File: config.mk
export PLATFORM = sky130hd
export DESIGN_NAME = line_rasterizer
export DESIGN_NICKNAME = d
export VERILOG_FILES = /design/src/rtl/lr_pkg.sv /design/src/rtl/lr_setup.sv /design/src/rtl/lr_walker.sv /design/src/rtl/line_rasterizer.sv
export SDC_FILE = /design/constraint.sdc
export NUM_CORES = 1
export LEC_CHECK = 0
export BUFFER_PORTS_ARGS = -buffer_cell sky130_fd_sc_hd__buf_2
export CAP_MARGIN = 20
export CORE_MARGIN = 2
export CORE_UTILIZATION = 40
export DETAILED_ROUTE_END_ITERATION = 7
export HOLD_SLACK_MARGIN = 0.15
export PLACE_DENSITY = 0.67
export REMOVE_ABC_BUFFERS = 1
export SLEW_MARGIN = 10
export SYNTH_ARGS = -nofsm -noshare
export SYNTH_HDL_FRONTEND = slang
export SYNTH_SLANG_ARGS = --single-unit
export TNS_END_PERCENT = 1
File: constraint.sdc
create_clock -name clk -period 11.44 [get_ports clk]
set_input_delay 2.288 -clock clk [delete_from_list [all_inputs] [get_ports clk]]
set_output_delay 2.288 -clock clk [all_outputs]
set_load 0.1 [all_outputs]
File: src/rtl/lr_pkg.sv
`default_nettype none

package lr_pkg;

    // Request kind carried in the input tuser bit.
    typedef enum logic
    {
        OP_START = 1'b0,
        OP_NEXT  = 1'b1
    } op_t;

    localparam int unsigned COLOR_BITS = 8;

    // Control from the request stage to the line walker.
    typedef struct packed
    {
        logic start;   // load a new line from the setup logic
        logic step;    // emit the current pixel and advance
    } lr_ctrl_t;

endpackage

`default_nettype wire

File: src/rtl/lr_setup.sv
`default_nettype none

module lr_setup #(
    parameter int unsigned COORD_BITS = 11
) (
    input  wire logic [COORD_BITS-1:0] x_a,
    input  wire logic [COORD_BITS-1:0] y_a,
    input  wire logic [COORD_BITS-1:0] x_b,
    input  wire logic [COORD_BITS-1:0] y_b,
    output logic                       y_is_major,
    output logic [COORD_BITS-1:0]      major_start,
    output logic [COORD_BITS-1:0]      major_end,
    output logic [COORD_BITS-1:0]      minor_start,
    output logic                       minor_descending,
    output logic [COORD_BITS-1:0]      major_span,
    output logic [COORD_BITS-1:0]      minor_span,
    output logic [COORD_BITS+1:0]      error_init
);

    logic [COORD_BITS-1:0] dx;
    logic [COORD_BITS-1:0] dy;
    logic [COORD_BITS-1:0] ma;
    logic [COORD_BITS-1:0] mb;
    logic [COORD_BITS-1:0] na;
    logic [COORD_BITS-1:0] nb;
    logic [COORD_BITS-1:0] minor_end;

    always_comb
    begin
        dx = (x_a > x_b) ? (x_a - x_b) : (x_b - x_a);
        dy = (y_a > y_b) ? (y_a - y_b) : (y_b - y_a);
        y_is_major = (dy > dx);

        if (y_is_major)
        begin
            ma = y_a;
            mb = y_b;
            na = x_a;
            nb = x_b;
        end
        else
        begin
            ma = x_a;
            mb = x_b;
            na = y_a;
            nb = y_b;
        end

        // Order the endpoints so the major coordinate rises.
        if (ma > mb)
        begin
            major_start = mb;
            major_end   = ma;
            minor_start = nb;
            minor_end   = na;
        end
        else
        begin
            major_start = ma;
            major_end   = mb;
            minor_start = na;
            minor_end   = nb;
        end

        minor_descending = (minor_end < minor_start);
        major_span = major_end - major_start;
        minor_span = minor_descending ? (minor_start - minor_end) : (minor_end - minor_start);

        // Bias by one on a falling minor axis so ties round up in both directions.
        if (major_span == '0)
            error_init = '0;
        else if (minor_descending)
            error_init = {2'b00, major_span - 1'b1};
        else
            error_init = {2'b00, major_span};
    end

endmodule

`default_nettype wire

File: src/rtl/lr_walker.sv
`default_nettype none

module lr_walker #(
    parameter int unsigned COORD_BITS = 11
) (
    input  wire logic                      clk,
    input  wire logic                      rst_n,
    input  wire lr_pkg::lr_ctrl_t          ctrl,
    input  wire logic                      set_y_is_major,
    input  wire logic [COORD_BITS-1:0]     set_major_start,
    input  wire logic [COORD_BITS-1:0]     set_major_end,
    input  wire logic [COORD_BITS-1:0]     set_minor_start,
    input  wire logic                      set_minor_descending,
    input  wire logic [COORD_BITS-1:0]     set_major_span,
    input  wire logic [COORD_BITS-1:0]     set_minor_span,
    input  wire logic [COORD_BITS+1:0]     set_error_init,
    input  wire logic [3*lr_pkg::COLOR_BITS-1:0] set_color,
    output logic                           busy,
    output logic [COORD_BITS-1:0]          pixel_x,
    output logic [COORD_BITS-1:0]          pixel_y,
    output logic [3*lr_pkg::COLOR_BITS-1:0] pixel_color,
    output logic                           pixel_last
);

    import lr_pkg::*;

    localparam int unsigned ERR_BITS = COORD_BITS + 2;

    logic                        busy_reg;
    logic                        busy_next;
    logic                        y_major_reg;
    logic [COORD_BITS-1:0]       major_pos_reg;
    logic [COORD_BITS-1:0]       major_pos_next;
    logic [COORD_BITS-1:0]       major_end_reg;
    logic [COORD_BITS-1:0]       minor_pos_reg;
    logic [COORD_BITS-1:0]       minor_pos_next;
    logic                        minor_desc_reg;
    logic [COORD_BITS-1:0]       major_span_reg;
    logic [COORD_BITS-1:0]       minor_span_reg;
    logic [ERR_BITS-1:0]         err_reg;
    logic [ERR_BITS-1:0]         err_next;
    logic [3*COLOR_BITS-1:0]     color_reg;
    logic [ERR_BITS-1:0]         err_sum;
    logic [ERR_BITS-1:0]         major_twice;
    logic                        at_end;

    always_comb
    begin
        at_end      = (major_pos_reg == major_end_reg);
        major_twice = {1'b0, major_span_reg, 1'b0};
        err_sum     = err_reg + {1'b0, minor_span_reg, 1'b0};

        busy_next      = busy_reg;
        major_pos_next = major_pos_reg;
        minor_pos_next = minor_pos_reg;
        err_next       = err_reg;

        if (ctrl.start)
        begin
            busy_next      = 1'b1;
            major_pos_next = set_major_start;
            minor_pos_next = set_minor_start;
            err_next       = set_error_init;
        end
        else if (ctrl.step)
        begin
            if (at_end)
                busy_next = 1'b0;
            else
            begin
                major_pos_next = major_pos_reg + 1'b1;
                if (err_sum >= major_twice)
                begin
                    err_next       = err_sum - major_twice;
                    minor_pos_next = minor_desc_reg ? (minor_pos_reg - 1'b1)
                                                    : (minor_pos_reg + 1'b1);
                end
                else
                    err_next = err_sum;
            end
        end
    end

    always_ff @(posedge clk or negedge rst_n)
    begin
        if (!rst_n)
            busy_reg <= 1'b0;
        else
            busy_reg <= busy_next;
    end

    always_ff @(posedge clk)
    begin
        major_pos_reg <= major_pos_next;
        minor_pos_reg <= minor_pos_next;
        err_reg       <= err_next;
        if (ctrl.start)
        begin
            y_major_reg    <= set_y_is_major;
            major_end_reg  <= set_major_end;
            minor_desc_reg <= set_minor_descending;
            major_span_reg <= set_major_span;
            minor_span_reg <= set_minor_span;
            color_reg      <= set_color;
        end
    end

    assign busy        = busy_reg;
    assign pixel_x     = y_major_reg ? minor_pos_reg : major_pos_reg;
    assign pixel_y     = y_major_reg ? major_pos_reg : minor_pos_reg;
    assign pixel_color = color_reg;
    assign pixel_last  = at_end;

    // The scaled remainder stays below twice the major span on any running line.
    a_err_bound: assert property (@(posedge clk) disable iff (!rst_n)
        busy_reg && (major_span_reg != '0) |-> (err_reg < major_twice))
        else $error("error term out of range");

    // The walk never runs past the far endpoint.
    a_major_in_range: assert property (@(posedge clk) disable iff (!rst_n)
        busy_reg |-> (major_pos_reg <= major_end_reg))
        else $error("major position past line end");

endmodule

`default_nettype wire

File: src/rtl/line_rasterizer.sv
`default_nettype none
// Channel   | Direction | Signals                        | Contents
// ----------+-----------+--------------------------------+---------------------------------
// s_axis    | in        | tvalid tready tdata tuser      | start or next-pixel request
// m_axis    | out       | tvalid tready tdata tlast      | one pixel, tlast on final pixel
//
// One request per cycle sustained while m_axis accepts; the s_axis handshake loads the input
// register, and a step then loads the pixel into the output register that drives m_axis.
// The walker does one error-term add and compare per pixel, which sets the pace.
// A start request yields no pixel; a next-pixel request while idle is dropped.
// rst_n clears both valid flags and the line-active flag; payload is not reset.
// Output stall: the input register holds while a pixel request waits for room,
// and s_axis_tready drops only then.

module line_rasterizer #(
    parameter int unsigned COORD_BITS = 11
) (
    input  wire logic clk,
    input  wire logic rst_n,

    input  wire logic s_axis_tvalid,
    output logic      s_axis_tready,
    // low to high: x_a, y_a, x_b, y_b, red, green, blue, zero fill
    input  wire logic [((4*COORD_BITS+3*lr_pkg::COLOR_BITS+7)/8)*8-1:0] s_axis_tdata,
    // op
    input  wire logic [0:0] s_axis_tuser,

    output logic      m_axis_tvalid,
    input  wire logic m_axis_tready,
    // low to high: pixel_x, pixel_y, pixel_red, pixel_green, pixel_blue, zero fill
    output logic [((2*COORD_BITS+3*lr_pkg::COLOR_BITS+7)/8)*8-1:0] m_axis_tdata,
    // last
    output logic      m_axis_tlast
);

    import lr_pkg::*;

    localparam int unsigned IN_USED  = 4*COORD_BITS + 3*COLOR_BITS;
    localparam int unsigned OUT_USED = 2*COORD_BITS + 3*COLOR_BITS;
    localparam int unsigned OUT_W    = ((OUT_USED + 7) / 8) * 8;
    localparam int unsigned C        = COORD_BITS;

    // Input register.
    logic                 in_valid_reg;
    logic                 in_valid_next;
    op_t                  in_op_reg;
    logic [IN_USED-1:0]   in_data_reg;

    // Output register.
    logic                 out_valid_reg;
    logic                 out_valid_next;
    logic [OUT_USED-1:0]  out_data_reg;
    logic                 out_last_reg;

    logic                 s_fire;
    logic                 out_free;
    logic                 needs_out;
    logic                 in_fire;
    lr_ctrl_t             ctrl;

    logic                 su_y_is_major;
    logic [C-1:0]         su_major_start;
    logic [C-1:0]         su_major_end;
    logic [C-1:0]         su_minor_start;
    logic                 su_minor_descending;
    logic [C-1:0]         su_major_span;
    logic [C-1:0]         su_minor_span;
    logic [C+1:0]         su_error_init;

    logic                 walk_busy;
    logic [C-1:0]         pix_x;
    logic [C-1:0]         pix_y;
    logic [3*COLOR_BITS-1:0] pix_color;
    logic                 pix_last;

    // Retire the held request when it makes no pixel or the output register has room.
    always_comb
    begin
        out_free   = !out_valid_reg || m_axis_tready;
        needs_out  = (in_op_reg == OP_NEXT) && walk_busy;
        in_fire    = in_valid_reg && (!needs_out || out_free);
        ctrl.start = in_fire && (in_op_reg == OP_START);
        ctrl.step  = in_fire && needs_out;

        s_axis_tready = !in_valid_reg || in_fire;
        s_fire        = s_axis_tvalid && s_axis_tready;

        in_valid_next = s_fire ? 1'b1 : (in_fire ? 1'b0 : in_valid_reg);

        if (ctrl.step)
            out_valid_next = 1'b1;
        else if (m_axis_tready)
            out_valid_next = 1'b0;
        else
            out_valid_next = out_valid_reg;
    end

    always_ff @(posedge clk or negedge rst_n)
    begin
        if (!rst_n)
        begin
            in_valid_reg  <= 1'b0;
            out_valid_reg <= 1'b0;
        end
        else
        begin
            in_valid_reg  <= in_valid_next;
            out_valid_reg <= out_valid_next;
        end
    end

    // Capture the request; load the pixel on each step.
    always_ff @(posedge clk)
    begin
        if (s_fire)
        begin
            in_op_reg   <= op_t'(s_axis_tuser[0]);
            in_data_reg <= s_axis_tdata[IN_USED-1:0];
        end
        if (ctrl.step)
        begin
            out_data_reg <= {pix_color, pix_y, pix_x};
            out_last_reg <= pix_last;
        end
    end

    lr_setup #(
        .COORD_BITS (COORD_BITS)
    ) u_setup (
        .x_a              (in_data_reg[C-1:0]),
        .y_a              (in_data_reg[2*C-1:C]),
        .x_b              (in_data_reg[3*C-1:2*C]),
        .y_b              (in_data_reg[4*C-1:3*C]),
        .y_is_major       (su_y_is_major),
        .major_start      (su_major_start),
        .major_end        (su_major_end),
        .minor_start      (su_minor_start),
        .minor_descending (su_minor_descending),
        .major_span       (su_major_span),
        .minor_span       (su_minor_span),
        .error_init       (su_error_init)
    );

    // Color passes through as received: red in the low byte, blue in the high byte.
    lr_walker #(
        .COORD_BITS (COORD_BITS)
    ) u_walker (
        .clk                  (clk),
        .rst_n                (rst_n),
        .ctrl                 (ctrl),
        .set_y_is_major       (su_y_is_major),
        .set_major_start      (su_major_start),
        .set_major_end        (su_major_end),
        .set_minor_start      (su_minor_start),
        .set_minor_descending (su_minor_descending),
        .set_major_span       (su_major_span),
        .set_minor_span       (su_minor_span),
        .set_error_init       (su_error_init),
        .set_color            (in_data_reg[IN_USED-1:4*C]),
        .busy                 (walk_busy),
        .pixel_x              (pix_x),
        .pixel_y              (pix_y),
        .pixel_color          (pix_color),
        .pixel_last           (pix_last)
    );

    assign m_axis_tvalid = out_valid_reg;
    assign m_axis_tdata  = {{(OUT_W-OUT_USED){1'b0}}, out_data_reg};
    assign m_axis_tlast  = out_last_reg;

    // A held request that cannot retire stays in the input register.
    a_in_hold: assert property (@(posedge clk) disable iff (!rst_n)
        in_valid_reg && !in_fire |=> in_valid_reg)
        else $error("input request lost while stalled");

    // The final pixel ends the line.
    a_last_ends_line: assert property (@(posedge clk) disable iff (!rst_n)
        ctrl.step && pix_last |=> !walk_busy)
        else $error("line still active after final pixel");

    // A pixel waiting for the sink is never overwritten.
    a_no_overwrite: assert property (@(posedge clk) disable iff (!rst_n)
        out_valid_reg && !m_axis_tready |-> !ctrl.step)
        else $error("pixel overwritten while stalled");

endmodule

`default_nettype wire
==> summary.txt <==
outcome: finished clean
Pre-antenna DRT Iters: 6
Seq/Total Area, Yosys: 0.450
clock tree sinks: 213
post-synthesis cell count: 1,361
Slowest Stage Delay on Critical Path: 0.52 ns
final setup fails: 0
Worst Clk Skew: 0.0191 ns
DR iter-0 viols: 712
Final period util: 0.943
# Max-Cap Violations: 0
met2 routed WL: 16,500 um
setup_tns: 0 ns
post-route ant nets: 0
Starting Density: 0.408
Mean Syn Cell Area: 10.4 um^2
Num CTS Buffers: 23
worst min path class: register to register
post-synth cell types: 74
WL final: 33,700 um
DR DRC count: 0
Final Worst Setup Slack: 0.651 ns
RSZ-0062 raised after global routing: false
Largest register FFs: 68
vias in the first global route: 10.3k
height of the die: 192 um
WL met1: 14,500 um
asr flop ratio synth: 0.0141
share of cells above drive strength 1: 0.160
largest net degree at the start of global routing: 73
Worst setup SP type: register
die area: 0.0369 mm^2
initial antenna violation count: 0
CTS clock-pin slew for the worst setup and hold paths: 0.06 ns
gr usage total: 0.182
area grow syn2layout: 13.7%
worst relative slew slack: 0.416
dpl ws: 0.528 ns
root buffer cell: clkbuf_16
FMAX: 92.7 MHz
Routed WL per cell: 17.3 um
Yosys warnings: 0
first-pass GRT wire length: 53,200 um
metal3 WL: 1750 um
Skew-Pair Late Insertion Delay: 0.53 ns
Worst Path Buf+Inv: 3
via count: 10.5k
commonest non-fill, non-tap cell in the layout: edfxtp_1
cell family with most CP delay: compound AO/OA/AOI/OAI gates
Req. time, crit path: 11.79 ns
Final Net Count: 1,688
crit end category: register
most frequent cells in the layout: edfxtp_1, inv_1, a21oi_1
IO Pins: 128
floorplan row count: 68
hold-fix buffers at CTS: 0
crit-path max FO: 31
number of flops mapped to enable cells by yosys: 210
n_diodes: 0
grt total ovfl: 0
number of I/O port buffers: 121
min cycle time layout: 10.79 ns
RD Place Congestion: 0.917
Worst-Margin Slew: 0.876 ns
max layer used: met4
Worst Path Class, Setup: register to register
crit path DAT: 11.14 ns
Seq cells post-synth: 213
core footprint: 0.0347 mm^2
cell mode on critical path: o21ai_0
die width: 192 um
Fin. Hold Viols: 0
slowest CP cell: or4_1
CTS tree: yes
DP Wirelength: 26,100 um
cell area after synthesis: 0.0142 mm^2
H-tree depth: 1
routed vias/inst: 5.36
Pins Over Slew Limit: 0
CTS max path bufs: 3
Primary FF master, synth: edfxtp_1
R2R Setup Slk: 0.65 ns
Yosys cell counts, types with 6 or more instances:
cell      number  area (um^2)
nor2b_1       12         75.1
edfxtp_1     210         6310
clkbuf_1      40          150
xor2_1        42          368
a21o_1        48          360
mux2i_1       48          480
a31oi_1        6         37.5
and3_1         9         56.3
nor4_1        10         62.6
nand3_1       22          110
a21oi_1      123          616
o21ai_0       58          290
o21bai_1      11         82.6
inv_1        128          480
fa_1           9          180
nand4_1       14         87.6
nor2_1       105          394
mux2_2        25          282
and2_1         8         50.1
nor3_1        19         95.1
buf_1          9         33.8
nand2_1       84          315
o22ai_1       12         75.1
xnor2_1       49          429
ha_1         120         1500
a211oi_1      25          188
o21a_1         7         52.6
o211ai_1      14          105
worst paths after layout:
kind                                 start                  endpoint  depth (start not counted)
setup reg to reg           in_data_reg[12]      u_walker.err_reg[10]                         44
min in group asynchronous            rst_n             u_walker.busy                          1
hold / removal             in_data_reg[58]  u_walker.pixel_color[14]                          0
max in group asynchronous            rst_n              in_valid_reg                          1
setup / recovery           in_data_reg[12]      u_walker.err_reg[10]                         44
hold reg to reg            in_data_reg[58]  u_walker.pixel_color[14]                          0
metal layers:
layer,GRT usage,vias to the layer above
met5,0,-
met4,0.0575,0
met3,0.0238,61
met2,0.317,294
met1,0.234,4933
li1,-,5177
worst reg2reg max path: cells and delay by family, from the launching register on:
kind	cells	cell delay, ns
adders and majority gates	4	1.37
muxes	1	0.40
DFF	1	0.46
AOI/OAI and AO/OA	20	4.31
xor gates and xnor gates	1	0.11
and+or+nand+nor	15	3.37
buffers and inverters	3	0.59
through the flow:
stage	utilization	instance area [um^2]	instances	hold WS (ns)
3_5_place_dp	0.442	15300	1909	0.405
4_1_cts	0.462	16000	1950	0.416
6_report	0.464	16100	1953	0.413
2_1_floorplan	-	13900	1305	0.400
5_1_grt	0.464	16100	1953	0.420
3_3_place_gp	0.442	15300	1909	0.400
cell families after synthesis:
family,count (synthesis),synth area share
AO/OA/AOI/OAI,348,0.159
XOR/XNOR,91,0.0563
adder cells (fa/ha/maj),129,0.119
buffers and inverters,187,0.0523
flip-flops,213,0.450
multiplexers,73,0.0538
other,1,0.000265
AND/OR/NAND/NOR,319,0.109
final cells by class:
type,count,area [um^2]
clock buffers,32,619
multi-input cells,962,7090
clock inverters,9,90.1
flip-flops and latches,213,6380
repair buffers,152,870
well taps,455,569
inverters,130,492
fillers,3242,18600
repair_timing:
| action | CTS | global route |
|---|---|---|
| setup buffers | 0 | 2 |
| endpoints found under the hold margin | 0 | 0 |
| gates resized for setup | 0 | 13 |
| endpoints found under the setup margin | 0 | 6 |
Power is not shown: default switching activity piles up to over one toggle a cycle in this logic, so the estimate is an artifact.
